[config.mk]
export PLATFORM = sky130hd
export DESIGN_NAME = swv_fifo
export DESIGN_NICKNAME = d
export VERILOG_FILES = /design/src/hw/rtl/swv_fifo.sv
export SDC_FILE = /design/constraint.sdc
export NUM_CORES = 1
export LEC_CHECK = 0
export BUFFER_PORTS_ARGS = -buffer_cell sky130_fd_sc_hd__buf_2
export CAP_MARGIN = 10
export CORE_MARGIN = 3
export CORE_UTILIZATION = 40
export DETAILED_ROUTE_END_ITERATION = 10
export SYNTH_ARGS = -nofsm -noshare
export SYNTH_HDL_FRONTEND = slang
export SYNTH_SLANG_ARGS = --single-unit
[constraint.sdc]
create_clock -name clk -period 2.6 [get_ports clk]
set_clock_uncertainty 0.15 [all_clocks]
set_input_delay 0.13 -clock clk [delete_from_list [all_inputs] [get_ports clk]]
set_output_delay 0.13 -clock clk [all_outputs]
set_load 0.01 [all_outputs]
[src/hw/rtl/swv_fifo.sv]
`timescale 1ns / 1ps
module swv_fifo #(
    parameter int WIDTH = 8
) (
    input  logic             clk,
    input  logic             rst_n,
    input  logic             push,
    input  logic [WIDTH-1:0] push_data,
    output logic             full,
    input  logic             pop,
    output logic [WIDTH-1:0] pop_data,
    output logic             empty
);
    logic [WIDTH-1:0] slot_reg [2];
    logic             wr_reg, wr_next;
    logic             rd_reg, rd_next;
    logic [1:0]       cnt_reg, cnt_next;

    // two-entry queue between the front and the back
    always_comb
    begin
        wr_next  = wr_reg ^ push;
        rd_next  = rd_reg ^ pop;
        cnt_next = cnt_reg + 2'(push) - 2'(pop);
    end

    always_ff @(posedge clk or negedge rst_n)
    begin
        if (!rst_n)
        begin
            wr_reg  <= 1'b0;
            rd_reg  <= 1'b0;
            cnt_reg <= 2'd0;
        end
        else
        begin
            wr_reg  <= wr_next;
            rd_reg  <= rd_next;
            cnt_reg <= cnt_next;
        end
    end

    always_ff @(posedge clk)
    begin
        if (push)
        begin
            slot_reg[wr_reg] <= push_data;
        end
    end

    assign pop_data = slot_reg[rd_reg];
    assign full     = cnt_reg == 2'd2;
    assign empty    = cnt_reg == 2'd0;
endmodule

==> flow_summary.html <==
<table>
<tr><th>Metric</th><th>Value</th></tr>
<tr><th colspan="2">Outcome</th></tr>
<tr><td>Run status</td><td>finished, final reports clean</td></tr>
<tr><th colspan="2">Yosys</th></tr>
<tr><td>Number of instances in the synthesized netlist</td><td>just over 40</td></tr>
<tr><td>Count of cell types in the netlist</td><td>10</td></tr>
<tr><td>Synth warn</td><td>0</td></tr>
<tr><td>Average footprint of a synthesized cell</td><td>between 15 and 20 um2</td></tr>
<tr><td>Register bit count reported by yosys</td><td>20</td></tr>
<tr><td>Sequential-to-total area share from yosys stat</td><td>a little under three quarters</td></tr>
<tr><td>Post-Synthesis Net Count</td><td>between 50 and 60</td></tr>
<tr><td>Combined area of all synthesized cells</td><td>between 800 and 900 um2</td></tr>
<tr><th colspan="2">Timing</th></tr>
<tr><td>Final sum of negative setup slack</td><td>0 ps</td></tr>
<tr><td>Max-slew violation count</td><td>0</td></tr>
<tr><td>Least setup slack across all paths after layout</td><td>approximately 880 ps</td></tr>
<tr><td>Actual slew at the worst max-slew pin</td><td>roughly 500 ps</td></tr>
<tr><td>Maximum operating frequency</td><td>approximately 580 MHz</td></tr>
<tr><td>Share of the clock period used by the worst path after layout</td><td>roughly two thirds</td></tr>
<tr><td>RSZ-0062 raised after global routing</td><td>false</td></tr>
<tr><td>Min Clock Period, post-route</td><td>between 1500 and 2000 ps</td></tr>
<tr><td>Worst slew margin relative to its limit</td><td>about two thirds</td></tr>
<tr><td>Number of endpoints failing setup at the final stage</td><td>0</td></tr>
<tr><td>Endpoints failing hold</td><td>0</td></tr>
<tr><th colspan="2">Worst setup path</th></tr>
<tr><td>Critical path, cell by cell</td><td>mux2_4 &gt; buf_2</td></tr>
<tr><td>Largest incremental delay on the critical path</td><td>670 ps</td></tr>
<tr><td>Delay-heaviest family, CP</td><td>flip-flops</td></tr>
<tr><td>Worst Path Max Fanout</td><td>9</td></tr>
<tr><td>Startpoint of the worst register-to-register path</td><td>cnt_reg[0]</td></tr>
<tr><td>Critical Path Slowest Stage Cell</td><td>sky130_fd_sc_hd__dfrtp_1</td></tr>
<tr><td>CP required</td><td>~2300 ps</td></tr>
<tr><td>Setup slack of the most critical reg-to-reg path</td><td>1260 ps</td></tr>
<tr><td>Length in cells of the worst reg-to-reg path</td><td>5</td></tr>
<tr><td>Total buffers and inverters traversed by the critical path</td><td>1</td></tr>
<tr><td>Destination of the worst register-to-register timing path</td><td>cnt_reg[1]</td></tr>
<tr><td>Critical setup path kind</td><td>reg -&gt; out</td></tr>
<tr><td>Critical Path Sink Type</td><td>output port</td></tr>
<tr><td>Data arrival at the endpoint of the critical path</td><td>roughly 1400 ps</td></tr>
<tr><td>Critical path startpoint category</td><td>register</td></tr>
<tr><th colspan="2">Layout</th></tr>
<tr><td>Layout Cells excl Fill</td><td>around 100</td></tr>
<tr><td>Fraction of layout instances using a drive strength above 1</td><td>a little over two fifths</td></tr>
<tr><td>Relative area change from synthesis to final layout</td><td>31.9%</td></tr>
<tr><td>Post-layout utilization of the core</td><td>just under 60%</td></tr>
<tr><td>Number of inserted filler cells in the final layout</td><td>about 140</td></tr>
<tr><td>Number of flip-flops in the largest register</td><td>16</td></tr>
<tr><td>Number of antenna repair diodes</td><td>0</td></tr>
<tr><td>Final net count</td><td>93</td></tr>
<tr><th colspan="2">Clock network</th></tr>
<tr><td>Total clock sinks</td><td>20</td></tr>
<tr><td>CTS clk-pin slew, worst paths</td><td>~100 ps</td></tr>
<tr><td>Buffer levels on the longest clock path</td><td>2</td></tr>
<tr><td>TritonCTS Buffers</td><td>3</td></tr>
<tr><td>Post-CTS Setup Bufs</td><td>0</td></tr>
<tr><td>Buffer cell driving the clock tree root</td><td>sky130_fd_sc_hd__clkbuf_4</td></tr>
<tr><td>Max H-tree Level</td><td>1</td></tr>
<tr><td>Clock insertion delay at the later pin of the skew report</td><td>290 ps</td></tr>
<tr><td>Clock tree from TritonCTS</td><td>yes</td></tr>
<tr><th colspan="2">Placement</th></tr>
<tr><td>Detailed placement HPWL</td><td>approximately 790 um</td></tr>
<tr><td>Final weighted congestion in routability-driven placement</td><td>0.629</td></tr>
<tr><td>Place WS</td><td>1180 ps</td></tr>
<tr><td>Port Buffers</td><td>21</td></tr>
<tr><td>Placed cells</td><td>86</td></tr>
<tr><th colspan="2">Die</th></tr>
<tr><td>Vertical extent of the die</td><td>51.3 um</td></tr>
<tr><td>Die outline width</td><td>about 51 um</td></tr>
<tr><td>Core area</td><td>1820 um2</td></tr>
<tr><td>Number of ports placed on the die boundary</td><td>22</td></tr>
<tr><td>Std cell rows</td><td>15</td></tr>
<tr><td>Initial core utilization</td><td>a little under half</td></tr>
<tr><td>Die Area</td><td>2630 um2</td></tr>
<tr><th colspan="2">Routing</th></tr>
<tr><td>Antenna Violating Nets Remaining</td><td>0</td></tr>
<tr><td>Number of iterations in the first detailed-routing pass</td><td>1</td></tr>
<tr><td>DR iter-0 viols</td><td>0</td></tr>
<tr><td>Via density</td><td>4.25</td></tr>
<tr><td>Post-detailed-route DRC marker count</td><td>0</td></tr>
<tr><td>Total Routed Length</td><td>~1100 um</td></tr>
<tr><td>Number of vias after detailed routing</td><td>between 400 and 500</td></tr>
<tr><td>WL per Instance</td><td>about 11 um</td></tr>
<tr><th colspan="2">Global routing</th></tr>
<tr><td>Initial antenna violation count</td><td>0</td></tr>
<tr><td>Global-route congestion overflow total</td><td>0</td></tr>
<tr><td>Overall fraction of global-route tracks in use</td><td>~9.7%</td></tr>
<tr><td>First-pass GRT wire length</td><td>1820 um</td></tr>
<tr><td>Largest net degree at the start of global routing</td><td>12</td></tr>
<tr><td>Number of global-route vias before repair</td><td>about 430</td></tr>
<tr><th colspan="2">Pwr</th></tr>
<tr><td>Power consumption</td><td>about 0.98 mW</td></tr>
<tr><td>Internal</td><td>~0.7 mW</td></tr>
<tr><td>Sequential group share of total power</td><td>50.9%</td></tr>
<tr><td>Power density over cell area</td><td>roughly 910 nW/um2</td></tr>
<tr><td>Switching power share of the total</td><td>~28%</td></tr>
<tr><td>Static leakage</td><td>0.484 nW</td></tr>
<tr><td>Highest ir drop seen on vdd</td><td>~0.63 mV</td></tr>
<tr><td>Proportion of power drawn by combinational gates</td><td>34.1%</td></tr>
<tr><td>Switch Pwr</td><td>about 0.28 mW</td></tr>
<tr><td>Part of the power in the clock network</td><td>between 10% and 20%</td></tr>
<tr><th colspan="2">Job</th></tr>
<tr><td>Number of max-cap violations</td><td>0</td></tr>
<tr><th colspan="2">Hold path</th></tr>
<tr><td>Hold/Removal Path Class</td><td>in -&gt; async</td></tr>
</table>
## cell families (layout without fill, tap and decap cells)
family,count (synthesis),in the layout,share of synthesized area [%]
muxes,8,8,14.7
xor gates and xnor gates,2,2,3.97
adders and majority gates,4,4,6.11
buffers and inverters,5,40,3.21
DFF,20,20,70.8
and+or+nand+nor,2,2,1.22
## power groups by stage
stage | Sequential [mW] | Combinational [mW] | Clock (mW)
2_1_floorplan | 0.467 | 0.278 | 0
3_3_place_gp | 0.506 | 0.327 | 0
3_5_place_dp | 0.509 | 0.329 | 0
4_1_cts | 0.502 | 0.342 | 0.151
5_1_grt | 0.512 | 0.367 | 0.169
6_report | 0.499 | 0.334 | 0.146
## per-layer routing
metal  wire length (um)  part of all wire, %  GRT usage [%]  vias to the layer above
li1                   -                    -              -                      216
met1                449                   39           9.89                      199
met2                621                   54           17.6                       12
met3                 65                  5.7           3.79                        2
met4                  6                 0.53           3.93                        0
met5                  0                    0              0                        -
## worst reg2reg max path, cell delays in order, from the launching register on
cell,delay (ps)
sky130_fd_sc_hd__dfrtp_1,380
sky130_fd_sc_hd__inv_1,50
sky130_fd_sc_hd__ha_1,260
sky130_fd_sc_hd__inv_1,50
sky130_fd_sc_hd__ha_1,140
sky130_fd_sc_hd__xor3_1,200
## per-stage QoR
stage / hold WS [ps] / area [um2]
2_1_floorplan: -316 / 820
3_3_place_gp: -207 / 945
3_5_place_dp: -209 / 945
4_1_cts: 0.813 / 1080
5_1_grt: 3.71 / 1080
6_report: 3.65 / 1080
## how the worst max path moves through the flow
stage / start / to / cells after the start
6_report: rd_reg / pop_data[6] / 2
5_1_grt: rd_reg / pop_data[6] / 2
4_1_cts: rd_reg / pop_data[6] / 2
3_5_place_dp: rd_reg / pop_data[2] / 2
3_3_place_gp: rd_reg / pop_data[6] / 2
2_1_floorplan: cnt_reg[0] / cnt_reg[1] / 5
## repair_timing
action	4_1_cts	5_1_grt
hold buffers	11	0
endpoints found under the hold margin	23	0
resized for setup	0	0
## synthesized netlist by cell type (all sizes together)
cell    count  share of area, %
edfxtp     16                59
mux2        8                15
dfrtp       4                12
ha          4               6.1
inv         4               1.8
buf         1               1.4
nor2        1              0.46
nor2b       1              0.76
xor2        1               1.1
xor3        1               2.9
## area by class of cell
type	count	area, um2	share of cell area [%]
clock buffers	4	26.3	2.43
flip-flops and latches	20	581	53.7
well taps	25	31.3	2.89
multi-input cells	16	213	19.7
repair buffers	32	215	19.9
inverters	4	15.0	1.39
## cells in the final DEF, fill, tap and decap left out
cell type and instances:
sky130_fd_sc_hd__xor2_1 1, sky130_fd_sc_hd__mux2_4 8, sky130_fd_sc_hd__ha_1 4, sky130_fd_sc_hd__clkbuf_4 3, sky130_fd_sc_hd__nor2_1 1, sky130_fd_sc_hd__clkbuf_1 1, sky130_fd_sc_hd__nor2b_1 1, sky130_fd_sc_hd__buf_2 21
sky130_fd_sc_hd__edfxtp_1 16, sky130_fd_sc_hd__inv_1 4, sky130_fd_sc_hd__xor3_1 1, sky130_fd_sc_hd__dlygate4sd3_1 11, sky130_fd_sc_hd__dfrtp_1 4
(Power assumes the default switching activity.)
