**config.mk**
```make
export PLATFORM = sky130hd
export DESIGN_NAME = swv_back
export DESIGN_NICKNAME = d
export VERILOG_FILES = /design/src/hw/rtl/swv_pkg.sv /design/src/hw/rtl/swv_back.sv
export SDC_FILE = /design/constraint.sdc
export NUM_CORES = 2
export LEC_CHECK = 0
export ABC_AREA = 1
export BUFFER_PORTS_ARGS = -buffer_cell sky130_fd_sc_hd__buf_2
export CAP_MARGIN = 20
export CORE_ASPECT_RATIO = 0.8
export CORE_UTILIZATION = 47
export DETAILED_ROUTE_END_ITERATION = 6
export SYNTH_ARGS = -nofsm -noshare
export SYNTH_HDL_FRONTEND = slang
export SYNTH_SLANG_ARGS = --single-unit
export TNS_END_PERCENT = 10
```
**constraint.sdc**
```tcl
create_clock -name clk -period 14.8 [get_ports clk]
set_input_delay 0.74 -clock clk [delete_from_list [all_inputs] [get_ports clk]]
set_output_delay 0.74 -clock clk [all_outputs]
set_load 0.01 [all_outputs]
```
**src/hw/rtl/swv_pkg.sv**
```systemverilog
`timescale 1ns / 1ps
package swv_pkg;

    // front sequencer: read the slot that leaves, then update the sums
    typedef enum logic [0:0] {
        F_IDLE,
        F_UPDATE
    } front_state_t;

    // back sequencer: products, difference, shared bit-serial divide, output
    typedef enum logic [2:0] {
        B_IDLE,
        B_MUL,
        B_SQ,
        B_SUB,
        B_DIV,
        B_OUT
    } back_state_t;

    localparam int unsigned CFG_W        = 8;
    localparam int unsigned VAR_W        = 32;
    localparam int unsigned RESET_LENGTH = 5;

endpackage

```
**src/hw/rtl/swv_back.sv**
```systemverilog
`timescale 1ns / 1ps
module swv_back #(
    parameter int SAMPLE_BITS = 16,
    parameter int CNT_W       = 8,
    parameter int SUM_W       = 23,
    parameter int SQ_W        = 38
) (
    input  logic                        clk,
    input  logic                        rst_n,
    input  logic                        fifo_empty,
    input  logic [CNT_W+SUM_W+SQ_W-1:0] pop_data,
    output logic                        pop,
    output logic                        out_valid,
    input  logic                        out_stall,
    output logic [SAMPLE_BITS-1:0]      mean_value,
    output logic [swv_pkg::VAR_W-1:0]   variance_value,
    output logic                        stats_valid,
    output logic [7:0]                  valid_in_window
);
    import swv_pkg::*;

    localparam int SQ_LO  = SQ_W / 2;
    localparam int SQ_HI  = SQ_W - SQ_LO;
    localparam int NUM_W  = SQ_W + CNT_W;
    localparam int SQS_W  = 2 * SUM_W;
    localparam int PROD_W = (NUM_W > SQS_W) ? NUM_W : SQS_W;
    localparam int DEN_W  = 2 * CNT_W;
    localparam int STEP_W = $clog2(NUM_W);
    localparam int MSTART = NUM_W - SUM_W;

    back_state_t            state_reg, state_next;
    logic [CNT_W-1:0]       n_reg;
    logic signed [SUM_W-1:0] s_reg;
    logic [SQ_W-1:0]        q2_reg;
    logic                   neg_reg;
    logic [SUM_W-1:0]       abs_reg;
    logic [SQ_LO+CNT_W-1:0] plo_reg;
    logic [SQ_HI+CNT_W-1:0] phi_reg;
    logic [DEN_W-1:0]       den_reg;
    logic [PROD_W-1:0]      num_reg, ssq_reg;
    logic [NUM_W-1:0]       dvd_reg;
    logic [DEN_W-1:0]       rem_reg;
    logic [SUM_W-1:0]       mdvd_reg;
    logic [CNT_W-1:0]       mrem_reg;
    logic [STEP_W-1:0]      step_reg;
    logic                   flag_reg;

    logic                   ov_reg;
    logic [SAMPLE_BITS-1:0] mean_reg;
    logic [VAR_W-1:0]       var_reg;
    logic                   sv_reg;
    logic [7:0]             viw_reg;

    logic                   out_free, load_out;
    logic [DEN_W:0]         rsh;
    logic [CNT_W:0]         msh;
    logic [SUM_W-1:0]       mq_signed;

    assign out_free = !ov_reg || !out_stall;

    // next state of the back sequencer
    always_comb
    begin
        state_next = state_reg;
        pop        = 1'b0;
        load_out   = 1'b0;
        unique case (state_reg)
            B_IDLE:
            begin
                if (!fifo_empty)
                begin
                    pop        = 1'b1;
                    state_next = B_MUL;
                end
            end
            B_MUL:
            begin
                state_next = (n_reg >= CNT_W'(2)) ? B_SQ : B_OUT;
            end
            B_SQ:  state_next = B_SUB;
            B_SUB: state_next = B_DIV;
            B_DIV:
            begin
                if (step_reg == STEP_W'(NUM_W - 1))
                begin
                    state_next = B_OUT;
                end
            end
            B_OUT:
            begin
                if (out_free)
                begin
                    load_out   = 1'b1;
                    state_next = B_IDLE;
                end
            end
            default: state_next = B_IDLE;
        endcase
    end

    // one quotient bit per cycle for both divides
    assign rsh = {rem_reg, dvd_reg[NUM_W-1]};
    assign msh = {mrem_reg, mdvd_reg[SUM_W-1]};
    assign mq_signed = neg_reg ? (SUM_W'(0) - mdvd_reg) : mdvd_reg;

    always_ff @(posedge clk or negedge rst_n)
    begin
        if (!rst_n)
        begin
            state_reg <= B_IDLE;
            ov_reg    <= 1'b0;
        end
        else
        begin
            state_reg <= state_next;
            if (load_out)
            begin
                ov_reg <= 1'b1;
            end
            else if (!out_stall)
            begin
                ov_reg <= 1'b0;
            end
        end
    end

    // datapath
    always_ff @(posedge clk)
    begin
        unique case (state_reg)
            B_IDLE:
            begin
                if (pop)
                begin
                    {n_reg, s_reg, q2_reg} <= pop_data;
                end
            end
            B_MUL:
            begin
                plo_reg  <= (SQ_LO+CNT_W)'(q2_reg[SQ_LO-1:0]) * (SQ_LO+CNT_W)'(n_reg);
                phi_reg  <= (SQ_HI+CNT_W)'(q2_reg[SQ_W-1:SQ_LO]) * (SQ_HI+CNT_W)'(n_reg);
                den_reg  <= DEN_W'(n_reg) * DEN_W'(n_reg - CNT_W'(1));
                neg_reg  <= s_reg[SUM_W-1];
                abs_reg  <= s_reg[SUM_W-1] ? SUM_W'(-s_reg) : SUM_W'(s_reg);
                flag_reg <= n_reg >= CNT_W'(2);
                dvd_reg  <= '0;
                mdvd_reg <= '0;
            end
            B_SQ:
            begin
                ssq_reg <= PROD_W'(abs_reg) * PROD_W'(abs_reg);
                num_reg <= (PROD_W'(phi_reg) << SQ_LO) + PROD_W'(plo_reg);
            end
            B_SUB:
            begin
                dvd_reg  <= (num_reg >= ssq_reg) ? NUM_W'(num_reg - ssq_reg) : '0;
                rem_reg  <= '0;
                mdvd_reg <= abs_reg;
                mrem_reg <= '0;
                step_reg <= '0;
            end
            B_DIV:
            begin
                step_reg <= step_reg + STEP_W'(1);
                if (rsh >= {1'b0, den_reg})
                begin
                    rem_reg <= DEN_W'(rsh - {1'b0, den_reg});
                    dvd_reg <= {dvd_reg[NUM_W-2:0], 1'b1};
                end
                else
                begin
                    rem_reg <= rsh[DEN_W-1:0];
                    dvd_reg <= {dvd_reg[NUM_W-2:0], 1'b0};
                end
                if (32'(step_reg) >= 32'(MSTART))
                begin
                    if (msh >= {1'b0, n_reg})
                    begin
                        mrem_reg <= CNT_W'(msh - {1'b0, n_reg});
                        mdvd_reg <= {mdvd_reg[SUM_W-2:0], 1'b1};
                    end
                    else
                    begin
                        mrem_reg <= msh[CNT_W-1:0];
                        mdvd_reg <= {mdvd_reg[SUM_W-2:0], 1'b0};
                    end
                end
            end
            B_OUT:
            begin
                if (load_out)
                begin
                    mean_reg <= SAMPLE_BITS'(mq_signed);
                    var_reg  <= (64'(dvd_reg) > 64'h0000_0000_FFFF_FFFF) ? '1 : VAR_W'(dvd_reg);
                    sv_reg   <= flag_reg;
                    viw_reg  <= 8'(n_reg);
                end
            end
            default:
            begin
            end
        endcase
    end

    assign out_valid       = ov_reg;
    assign mean_value      = mean_reg;
    assign variance_value  = var_reg;
    assign stats_valid     = sv_reg;
    assign valid_in_window = viw_reg;

`ifndef SYNTHESIS
    a_flag_needs_two: assert property (@(posedge clk) disable iff (!rst_n)
        (state_reg == B_OUT && load_out && flag_reg) |-> (n_reg >= CNT_W'(2)))
        else $error("stats flag with fewer than two samples");
    a_short_zero: assert property (@(posedge clk) disable iff (!rst_n)
        (state_reg == B_OUT && !flag_reg) |-> (dvd_reg == '0 && mdvd_reg == '0))
        else $error("nonzero result without statistics");
    a_no_pop_busy: assert property (@(posedge clk) disable iff (!rst_n)
        pop |-> (state_reg == B_IDLE && !fifo_empty))
        else $error("queue popped while busy");
    a_load_free: assert property (@(posedge clk) disable iff (!rst_n)
        (ov_reg && out_stall) |=> (ov_reg && $stable(var_reg) && $stable(mean_reg)))
        else $error("held result overwritten");
`endif
endmodule

```
==> flow_summary_export.csv <==
group,metric,value,unit
logic_synthesis,synth_area_leader_cell,"fa_1",
floorplan,core,103000,um2
floorplan,dieArea,105800,um2
global_routing,grt_pass1_vias,36870,
layout,areaGrowthSynthToFinish,7.339,%
sta,slew_violations,0,
logic_synthesis,syn-num-nets,6917,
routing,drt_pass1_iterations,6,
global_routing,track_usage,24.97,%
worst_setup_path,r2r_setup_slack,7590,ps
routing,drtIter0Drc,3031,
logic_synthesis,synthSimpleGateAreaFrac,16.98,%
clock_network,cts_tree,"done",
logic_synthesis,synth_area,49110,um2
worst_setup_path,cp_cell_sequence,"buf_4 > nand2_1 > fa_1 > inv_1 > ha_1 > xor2_1 > fa_1 > inv_1 > fa_1 > fa_1 > fa_1 > fa_1 > ha_1 > a21oi_1 > a21boi_0 > o21ai_0 > a21oi_1 > nand3_1 > xor2_1",
clock_network,clock_sinks,414,
job,maxCapViolCount,0,
clock_network,htree_levels,2,
worst_setup_path,path_common_cell,"fa_1",
placed_design,port_buffers,131,
worst_setup_path,critical_path_required,15140,ps
worst_setup_path,crit_start,"abs_reg[2]",
floorplan,fp-row-count,105,
layout,layout.nets,6982,
global_routing,antenna_found_initial,2,
worst_setup_path,timing.rr.start,"abs_reg[2]",
floorplan,die_y,291.1,um
worst_setup_path,start_kind,"flop",
run_status,status,"finished clean",
routing,avgRoutedWirePerCell,17.58,um
worst_setup_path,r2r-end,"ssq_reg[36]",
global_routing,grt_max_degree,82,
floorplan,pin_count,132,
worst_setup_path,worstSetupEndpointType,"flop",
logic_synthesis,synth.yosys.seq_area_share,25.27,%
sta,rsz0062_at_grt,"no",
clock_network,cts_resized,0,
routing,drc,0,
worst_setup_path,worst_path_largest_cell_delay,540,ps
logic_synthesis,yosys.area.top_type_share,25.88,%
logic_synthesis,synth.area.mux_share,0,%
clock_network,clk_latency,630,ps
placed_design,place_congestion,0.9845,
logic_synthesis,async_flop_share,0.9662,%
worst_setup_path,slowest_stage,"fa_1",
logic_synthesis,synth_edf_count,410,
logic_synthesis,synth_top_family_by_area,"adder cells",
logic_synthesis,synthXorXnorAreaFrac,3.584,%
worst_hold_path,hold_class,"input port to flop",
logic_synthesis,syn_avg_cell_area,8.461,um2
logic_synthesis,synth_flop_cell,"edfxtp_1",
sta,period_minus_slack,7206,ps
worst_hold_path,hp-start,"pop_data[28]",
sta,setup_viol,0,
clock_network,clockBufferDepth,3,
routing,vias_per_cell,5.010,
sta,max_freq,0.1388,GHz
sta,slew_headroom,35.43,%
layout,mostFrequentLayoutCell,"inv_1",
logic_synthesis,ys_top_cells_by_area,"fa_1 (26%), edfxtp_1 (25%), inv_1 (11%), nand2_1 (11%), ha_1 (10%)",
logic_synthesis,synth_compound_area_share,5.291,%
sta,min_period_over_period,48.69,%
clock_network,cts_buffers,46,
global_routing,grt-ovfl-total,0,
clock_network,path_clk_slew,60,ps
routing,vias,36560,
logic_synthesis,ys_seq_elements,414,
routing,totalWireLength,128.3,mm
global_routing,grt_first_pass_wirelength,205.7,mm
sta,finClkSkew,46.29,ps
sta,finalSetupTns,0,ps
logic_synthesis,netlist_instances,5805,
worst_hold_path,holdPathStages,1,
logic_synthesis,synth_adder_area_share,36.17,%
clock_network,cts_root_buffer,"clkbuf_16",
routing,ant_nets,0,
placed_design,hpwl,104.5,mm
worst_setup_path,crit_fanout,19,
layout,drive_above_1_share,5.639,%
floorplan,die_w,363.4,um
logic_synthesis,yosysWarnings,0,
layout,final_cell_mix,"inv_1 (1476), nand2_1 (1450), fa_1 (635), edfxtp_1 (410), ha_1 (404)",
logic_synthesis,synth_cell_types,60,
floorplan,initial_utilization,47.68,%
sta,tightest_slew,965.9,ps
worst_setup_path,cp.arrival,7550,ps
sta,hold_viol,0,
worst_setup_path,reg2regPathDepth,19,
worst_setup_path,path_class,"flop to flop",
worst_hold_path,holdPathEnd,"q2_reg[28]",
## metrics by stage
step           std cells  area (um2)  util (%)  setup slack, ps  hold slack (ps)
6_report            7298       52720     51.18             7594            300.4
5_1_grt             7296       52710     51.18             7354            271.2
4_1_cts             7294       52680     51.15             7757            263.2
3_5_place_dp        7210       51200     49.71             7809            406.6
3_3_place_gp        7210       51200     49.71             7744            405.6
2_1_floorplan       5805       49110         -             7487            400.3
## Yosys cell counts (3+ instances only)
library cell / count
a31oi_1: 9
o21ai_2: 31
and2_1: 4
o21ai_0: 128
nand2_1: 1451
inv_1: 1476
nor2_1: 313
a21boi_0: 6
o21a_1: 9
nand3b_1: 21
nand4_1: 40
xnor2_1: 72
nand3_1: 128
nand2_2: 10
buf_6: 3
xor2_1: 129
clkbuf_2: 31
clkbuf_1: 103
buf_2: 11
o21bai_1: 22
inv_2: 8
o21ai_1: 14
ha_1: 404
nor2_2: 16
buf_1: 8
dfrtp_1: 4
a21oi_1: 200
nor4_1: 11
or2_2: 4
edfxtp_1: 410
o22ai_1: 7
nor3b_1: 4
nor3_1: 38
fa_1: 635
a21o_1: 11
nor2_4: 5
## critical path, delay by kind of cell (launching register included)
family / cells / cell delay, ps
and+or+nand+nor: 2 / 440
DFF: 1 / 500
buffers and inverters: 3 / 450
xor gates and xnor gates: 2 / 400
AOI/OAI and AO/OA: 4 / 1440
adders and majority gates: 8 / 3650
## kinds of logic (layout without fill, tap and decap cells)
logic type,after synthesis,in the layout
other,0,2
adder cells (fa/ha/maj),1039,1039
flip-flops,414,414
XOR/XNOR,201,201
AO/OA/AOI/OAI,454,454
buffers and inverters,1641,1741
AND/OR/NAND/NOR,2056,2056
## worst max-delay path by stage
stage                        endpoint  slack, ps
after floorplan            num_reg[0]       7490
after global placement    ssq_reg[36]       7740
after detailed placement  ssq_reg[36]       7810
after CTS                 ssq_reg[36]       7760
after global routing      ssq_reg[42]       7350
final                     ssq_reg[36]       7590
## final cells by class
cell class              instances  area (um2)
flip-flops and latches        414       12410
multi-input cells            3750       30510
well taps                    1391        1740
fillers                      9902       50280
clock inverters                27       272.8
diodes                          2       5.005
repair buffers                174        1013
clock buffers                  56        1199
inverters                    1484        5570
## routing by layer
| metal | global-route usage [%] | vias to the layer above | share of wire (%) |
|---|---|---|---|
| met1 | 39.32 | 17750 | 50 |
| met2 | 35.29 | 1042 | 41 |
| met5 | 0 | - | 0.010 |
| met3 | 5.581 | 103 | 8.3 |
| li1 | - | 17670 | - |
| met4 | 3.756 | 2 | 1.2 |
## repair_timing
item,CTS,global route
hold buffers,1,0
buffers inserted,0,0
hold endpoints to repair,4,0
Power is left out: the tool's default activity adds up to more than one toggle a clock period on the data nets, which glitch-free logic cannot reach.
