**config.mk**
```make
export PLATFORM = sky130hd
export DESIGN_NAME = swv_front
export DESIGN_NICKNAME = d
export VERILOG_FILES = /design/src/hw/rtl/swv_pkg.sv /design/src/hw/rtl/swv_ram.sv /design/src/hw/rtl/swv_front.sv
export SDC_FILE = /design/constraint.sdc
export NUM_CORES = 2
export LEC_CHECK = 0
export BUFFER_PORTS_ARGS = -buffer_cell sky130_fd_sc_hd__buf_2
export CORE_ASPECT_RATIO = 0.6
export CORE_MARGIN = 1.5
export CORE_UTILIZATION = 48
export CTS_CLUSTER_SIZE = 28
export DETAILED_ROUTE_END_ITERATION = 7
export HOLD_SLACK_MARGIN = 0.05
export PLACE_DENSITY_LB_ADDON = 0.2
export SYNTH_ARGS = -nofsm -noshare
export SYNTH_HDL_FRONTEND = slang
export SYNTH_HIERARCHICAL = 1
export SYNTH_SLANG_ARGS = --single-unit
```
**constraint.sdc**
```tcl
create_clock -name clk -period 20.5 [get_ports clk]
set_input_delay 4.1 -clock clk [delete_from_list [all_inputs] [get_ports clk]]
set_output_delay 4.1 -clock clk [all_outputs]
set_load 0.05 [all_outputs]
```
**src/hw/rtl/swv_pkg.sv**
```systemverilog
`timescale 1ns / 1ps
package swv_pkg;

    // front sequencer: read the slot that leaves, then update the sums
    typedef enum logic [0:0] {
        F_IDLE,
        F_UPDATE
    } front_state_t;

    // back sequencer: products, difference, shared bit-serial divide, output
    typedef enum logic [2:0] {
        B_IDLE,
        B_MUL,
        B_SQ,
        B_SUB,
        B_DIV,
        B_OUT
    } back_state_t;

    localparam int unsigned CFG_W        = 8;
    localparam int unsigned VAR_W        = 32;
    localparam int unsigned RESET_LENGTH = 5;

endpackage

```
**src/hw/rtl/swv_ram.sv**
```systemverilog
`timescale 1ns / 1ps
module swv_ram #(
    parameter int WIDTH = 17,
    parameter int DEPTH = 128
) (
    input  logic                     clk,
    input  logic                     we,
    input  logic [$clog2(DEPTH)-1:0] waddr,
    input  logic [WIDTH-1:0]         wdata,
    input  logic                     re,
    input  logic [$clog2(DEPTH)-1:0] raddr,
    output logic [WIDTH-1:0]         rdata
);
    logic [WIDTH-1:0] mem [DEPTH];
    logic [WIDTH-1:0] rdata_reg;

    // one write port, one registered read port
    always_ff @(posedge clk)
    begin
        if (we)
        begin
            mem[waddr] <= wdata;
        end
        if (re)
        begin
            rdata_reg <= mem[raddr];
        end
    end

    assign rdata = rdata_reg;
endmodule

```
**src/hw/rtl/swv_front.sv**
```systemverilog
`timescale 1ns / 1ps
module swv_front #(
    parameter int MAX_WINDOW  = 128,
    parameter int SAMPLE_BITS = 16,
    parameter int CNT_W       = 8,
    parameter int SUM_W       = 23,
    parameter int SQ_W        = 38
) (
    input  logic                       clk,
    input  logic                       rst_n,
    input  logic                       in_valid,
    output logic                       in_stall,
    input  logic [SAMPLE_BITS-1:0]     sample,
    input  logic                       sample_missing,
    input  logic                       cfg_valid,
    output logic                       cfg_ready,
    input  logic [swv_pkg::CFG_W-1:0]  cfg_data,
    input  logic                       fifo_full,
    output logic                       push,
    output logic [CNT_W+SUM_W+SQ_W-1:0] push_data
);
    import swv_pkg::*;

    localparam int PTR_W = $clog2(MAX_WINDOW);
    localparam int ENT_W = SAMPLE_BITS + 1;

    front_state_t          state_reg, state_next;
    logic [CFG_W-1:0]      wlen_reg;
    logic [PTR_W-1:0]      wp_reg, wp_next;
    logic [CNT_W-1:0]      filled_reg, filled_next;
    logic [CNT_W-1:0]      vcnt_reg, vcnt_next;
    logic signed [SUM_W-1:0] sum_reg, sum_next;
    logic [SQ_W-1:0]       sq_reg, sq_next;
    logic [SAMPLE_BITS-1:0] x_reg;
    logic                  miss_reg;

    logic [CNT_W-1:0]      len_eff;
    logic [CNT_W-1:0]      wp_inc;
    logic                  accept, cfg_wr;
    logic [ENT_W-1:0]      rd_data;
    logic signed [SAMPLE_BITS-1:0] old_val;
    logic                  drop_old;
    logic [2*SAMPLE_BITS-1:0] sq_old, sq_new;
    logic                  we;
    logic [ENT_W-1:0]      wdata;

    // effective window length, clamped to 1..MAX_WINDOW
    always_comb
    begin
        if (wlen_reg == '0)
        begin
            len_eff = CNT_W'(1);
        end
        else if (32'(wlen_reg) > 32'(MAX_WINDOW))
        begin
            len_eff = CNT_W'(MAX_WINDOW);
        end
        else
        begin
            len_eff = CNT_W'(wlen_reg);
        end
    end

    assign cfg_ready = state_reg == F_IDLE;
    assign cfg_wr    = cfg_valid && cfg_ready;
    assign in_stall  = !(state_reg == F_IDLE && !fifo_full && !cfg_valid);
    assign accept    = in_valid && !in_stall;

    swv_ram #(
        .WIDTH (ENT_W),
        .DEPTH (MAX_WINDOW)
    ) u_ring (
        .clk   (clk),
        .we    (we),
        .waddr (wp_reg),
        .wdata (wdata),
        .re    (accept),
        .raddr (wp_reg),
        .rdata (rd_data)
    );

    // retire the leaving slot and add the new word
    always_comb
    begin
        old_val  = $signed(rd_data[SAMPLE_BITS-1:0]);
        drop_old = (filled_reg >= len_eff) && rd_data[ENT_W-1] && (vcnt_reg != '0);
        sq_old   = $unsigned((2*SAMPLE_BITS)'(old_val) * (2*SAMPLE_BITS)'(old_val));
        sq_new   = $unsigned((2*SAMPLE_BITS)'($signed(x_reg))
                             * (2*SAMPLE_BITS)'($signed(x_reg)));
        wp_inc   = CNT_W'(wp_reg) + CNT_W'(1);

        state_next  = state_reg;
        wp_next     = wp_reg;
        filled_next = filled_reg;
        vcnt_next   = vcnt_reg;
        sum_next    = sum_reg;
        sq_next     = sq_reg;
        we          = 1'b0;
        wdata       = {!miss_reg, miss_reg ? '0 : x_reg};
        push        = 1'b0;

        unique case (state_reg)
            F_IDLE:
            begin
                if (cfg_wr)
                begin
                    wp_next     = '0;
                    filled_next = '0;
                    vcnt_next   = '0;
                    sum_next    = '0;
                    sq_next     = '0;
                end
                else if (accept)
                begin
                    state_next = F_UPDATE;
                end
            end
            F_UPDATE:
            begin
                if (drop_old)
                begin
                    sum_next  = sum_next - SUM_W'(old_val);
                    sq_next   = sq_next - SQ_W'(sq_old);
                    vcnt_next = vcnt_next - CNT_W'(1);
                end
                if (filled_reg >= len_eff)
                begin
                    filled_next = len_eff;
                end
                else
                begin
                    filled_next = filled_reg + CNT_W'(1);
                end
                if (!miss_reg)
                begin
                    sum_next  = sum_next + SUM_W'($signed(x_reg));
                    sq_next   = sq_next + SQ_W'(sq_new);
                    vcnt_next = vcnt_next + CNT_W'(1);
                end
                wp_next    = (wp_inc >= len_eff) ? '0 : PTR_W'(wp_inc);
                we         = 1'b1;
                push       = 1'b1;
                state_next = F_IDLE;
            end
            default:
            begin
                state_next = F_IDLE;
            end
        endcase
    end

    assign push_data = {vcnt_next, sum_next, sq_next};

    always_ff @(posedge clk or negedge rst_n)
    begin
        if (!rst_n)
        begin
            state_reg  <= F_IDLE;
            wlen_reg   <= CFG_W'(RESET_LENGTH);
            wp_reg     <= '0;
            filled_reg <= '0;
            vcnt_reg   <= '0;
            sum_reg    <= '0;
            sq_reg     <= '0;
        end
        else
        begin
            state_reg  <= state_next;
            wp_reg     <= wp_next;
            filled_reg <= filled_next;
            vcnt_reg   <= vcnt_next;
            sum_reg    <= sum_next;
            sq_reg     <= sq_next;
            if (cfg_wr)
            begin
                wlen_reg <= cfg_data;
            end
        end
    end

    // latch the accepted word
    always_ff @(posedge clk)
    begin
        if (accept)
        begin
            x_reg    <= sample;
            miss_reg <= sample_missing;
        end
    end
endmodule

```
==> results.txt <==
The global routing usage summed across all routing layers is 26.1%. The flow ran to the end, and the final reports show no timing, DRC or antenna violations. Once layout is complete, the utilization of the core stands at 53.5%. The number of standard cells after synthesis came out at 6670. The clock sink count came out at 2303.

The final setup violation count is 0. The cell area reported after detailed placement is 118000 um^2. The fill cell total of the finished layout is 18400.

The number of endpoints with negative hold slack in the final report came to 0. The number of antenna violations at the first check in global routing came to 46. Together, buffers and inverters on the worst path number 4. Entering global routing, the biggest net connects 143 pins. The y dimension of the die is 379 um. Of the synthesized area, sequential elements account for 60.9%. At the end of routability-driven placement, the weighted congestion stood at 0.964. The count of hold-fix buffers inserted at cts came out at 0.

The vias after detailed routing came out at 62300. The power density of the placed cells is 133 nW/um^2. TritonCTS built the clock tree. Timing would allow up to 0.0552 GHz. The number of buffers added by the clock tree synthesis step came out at 209. In this run, distinct cell masters in the synthesized netlist total 82.

The full die area is 238000 um^2. The register area came out at 68700 um^2. The cell area after layout came out at 125000 um^2. The post-CTS setup-driven buffer insertion count came out at 0. At the end of the flow, the number of nets in the layout was 7733. The horizontal die dimension is 629 um. The count of TritonRoute iterations in the first routing pass came out at 5. The clock skew after layout is 0.105 ns. The post-route minimum period is 18.13 ns. The clock tree buffer depth came out at 4. The relative area change from synthesis to final layout is 10.5%. The cell type group with the largest total delay on the critical path is adder cells. The wire length of the first global-routing pass is 446 mm. The sum of negative setup slack came out at 0 ns. The total detailed-routing wirelength came out at 309 mm. For this run, the slowest stage of the critical path takes 1.10 ns. Clock-pin slew was measured on the worst setup and hold paths at 0.07 ns.

The number of enable flip-flop cells after synthesis came out at 2210. The tightest min-delay check is of the reg2reg type. The post-cts repair resize count came out at 0. The worst setup path is launched from a flip-flop. The worst path required time is 16.40 ns.

In this design, the critical path's most frequently occurring cell is fa_1. The mean cell area of the mapped netlist is 16.9 um^2. The slowest cell on the critical path is a2111oi_0. The worst-case IR drop observed on VDD is 0.000261 V. The number of global-route vias before repair came to 60900.

The most used flip-flop cell after synthesis is edfxtp_1. The final HPWL from detailed placement came out at 206 mm. The floorplan step defined a core boundary enclosing 233000 um^2. By startpoint and endpoint, the worst setup path is classified as reg2out.

Setup repair after global routing left no endpoint under its margin. Setup slack on the critical path of the routed design comes to 2.37 ns. The total of max-cap violations came out at 0. The share of the clock period used by the worst path came out at 88.4%. The register with the most flip-flops in the layout has 2176 of them. The count of nets left with antenna violations after detail routing came out at 0. The Yosys step of the flow raised 6 warnings. STA classifies the critical path endpoint as an output port. For the pin with the worst max-slew slack, the measured transition is 1.30 ns. The number of design rule violations left after detail routing is 0. The synthesized area is 113000 um^2. The detailed-route wire length per cell is 30.2 um.

The number of flip-flops and latches in the synthesized netlist came out at 2303. The max-slew violation count came out at 0. The count of standard-cell rows is 137.

The data arrival at the endpoint of the critical path is 14.03 ns. The multi-input logic area is 40800 um^2. The clock insertion delay at the later pin of the skew report is 0.90 ns.

Summed over all cells, the static leakage comes to 43.4 nW. Clock tree synthesis selected as its root buffer the cell clkbuf_16. The largest fanout of any net on the critical path came out at 23. The layout cell share with drive strength beyond 1 came out at 20.8%. The effective utilization at floorplan is 48.4%. The number of I/O port buffers came out at 101. The aggregate global routing overflow is 0. The share of flip-flops with an asynchronous set or reset after synthesis is 4.04%. The level count of the clock H-tree is 4. The detailed router finished its first iteration with 8681 violations. After detailed routing, the number of vias per cell comes to 6.10.

The post-place setup slack is 3.97 ns. The number of top-level design ports is 102. The synthesized netlist net count came out at 7482. In this run the tightest slew margin relative to its limit is 11.1%.
==> worst register-to-register path, delay by kind of cell (launching register included) <==
| kind | cells | cell delay (ns) |
|---|---|---|
| AND/OR/NAND/NOR | 6 | 1.94 |
| flip-flops | 1 | 0.81 |
| adder cells (fa/ha/maj) | 8 | 4.35 |
| buffers and inverters | 3 | 1.26 |
| XOR/XNOR | 1 | 0.33 |
| AO/OA/AOI/OAI | 11 | 4.21 |
==> through the flow <==
step                hold WS, ns  power [mW]  std cells
global placement          0.502        12.6       9837
finish                    0.521        16.6      10200
floorplan                 0.491        10.2       6670
global route              0.545        17.4      10200
CTS                       0.521        16.4      10200
detailed placement        0.506        12.5       9837
==> path summary, 6_finish.rpt <==
path / cells after the start / startpoint / end / slack [ns]
min in group asynchronous: 1 / rst_n / sq_reg[7] / 3.21
max in group asynchronous: 2 / rst_n / wp_reg[1] / 15.89
min: 1 / wp_reg[3] / wp_reg[3] / 0.52
max: 30 / u_ring/rdata[15] / push_data[35] / 2.37
min reg2reg: 1 / wp_reg[3] / wp_reg[3] / 0.52
max reg2reg: 29 / u_ring/rdata[15] / sq_reg[35] / 7.42
==> Yosys cell counts (10+ instances only) <==
cell         n  area share (%)
fa_1       479             8.5
nand4_1     21            0.12
nor2_1     328             1.1
or2_2       11           0.061
clkinv_1    11           0.037
a32o_1      10           0.089
xor2_1      80            0.62
inv_1      680             2.3
o31ai_1     16            0.11
a221o_1     12            0.11
buf_2       40            0.18
a22o_1      10           0.078
clkbuf_1   201            0.67
mux2i_1     14            0.12
xnor2_1    109            0.85
nor2b_1     30            0.17
dfrtp_1     91             2.0
o21ai_0    167            0.74
buf_4       13           0.086
nand3_1     47            0.21
or3_1       17           0.094
buf_1       22           0.073
nand2b_1    27            0.15
o21a_1      25            0.17
nand2_1    355             1.2
and2_1      62            0.34
mux4_2     714              14
o21bai_1    20            0.13
ha_1       303             3.4
nor3_1      47            0.21
a21oi_1    176            0.78
o211ai_1    15            0.10
mux2_2      31            0.31
edfxtp_1  2210              59
a31oi_1     15           0.083
a21o_1      88            0.59
and3_1      29            0.16
==> kinds of logic (layout without fill, tap and decap cells) <==
logic type | after synthesis | after routing | synth area share, %
compound gates | 663 | 663 | 3.80
xor+xnor | 189 | 189 | 1.47
fa+ha+maj | 782 | 782 | 11.9
buf+inv | 971 | 1376 | 3.33
flops | 2303 | 2303 | 60.9
mux | 759 | 759 | 14.7
other cells | 0 | 14 | 0
simple gates | 1003 | 1003 | 3.98
==> layer usage <==
metal / wire length, um / vias up / track usage, %
met5: 662 / - / 1.60
met2: 121000 / 3182 / 33.8
met3: 39800 / 346 / 8.17
met1: 143000 / 33000 / 43.2
li1: - / 25800 / -
met4: 4250 / 28 / 3.69
==> final cells by class <==
type,count,area share (%)
flip-flops and latches,2303,55.1
multi-input cells,3396,32.7
inverters,693,2.09
well taps,3127,3.14
repair buffers,318,1.75
clock buffers,266,4.46
clock inverters,99,0.720
diodes,14,0.0281
==> report_power, final <==
group	total (mW)	internal (mW)	leakage, nW	switching, mW
Sequential	5.20	5.14	20.9	0.0621
Combinational	7.55	2.61	19.3	4.94
Clock	3.82	2.08	3.16	1.74
==> cells in the final DEF (no fill, tap or decap), types with 17 or more instances in the layout <==
master | netlist | final
buf_2 | 40 | 100
clkinv_1 | 11 | 45
clkbuf_16 | 0 | 213
nor2_1 | 328 | 258
a21oi_1 | 176 | 176
ha_1 | 303 | 303
fa_1 | 479 | 479
clkinv_2 | 0 | 31
nor2b_1 | 30 | 22
nand4_1 | 21 | 21
clkbuf_1 | 201 | 50
xnor2_1 | 109 | 109
xor2_1 | 80 | 80
o21a_1 | 25 | 25
and3_1 | 29 | 29
o21ai_0 | 167 | 166
or3_1 | 17 | 17
nand3_1 | 47 | 47
nand2_1 | 355 | 355
dfrtp_1 | 91 | 84
edfxtp_1 | 2210 | 2210
nor3_1 | 47 | 38
o21bai_1 | 20 | 20
buf_4 | 13 | 214
nor2_2 | 1 | 55
a21o_1 | 88 | 88
mux2_2 | 31 | 31
nand2b_1 | 27 | 27
inv_1 | 680 | 679
and2_1 | 62 | 62
mux4_2 | 714 | 714
Power figures use the tool's default switching activity.
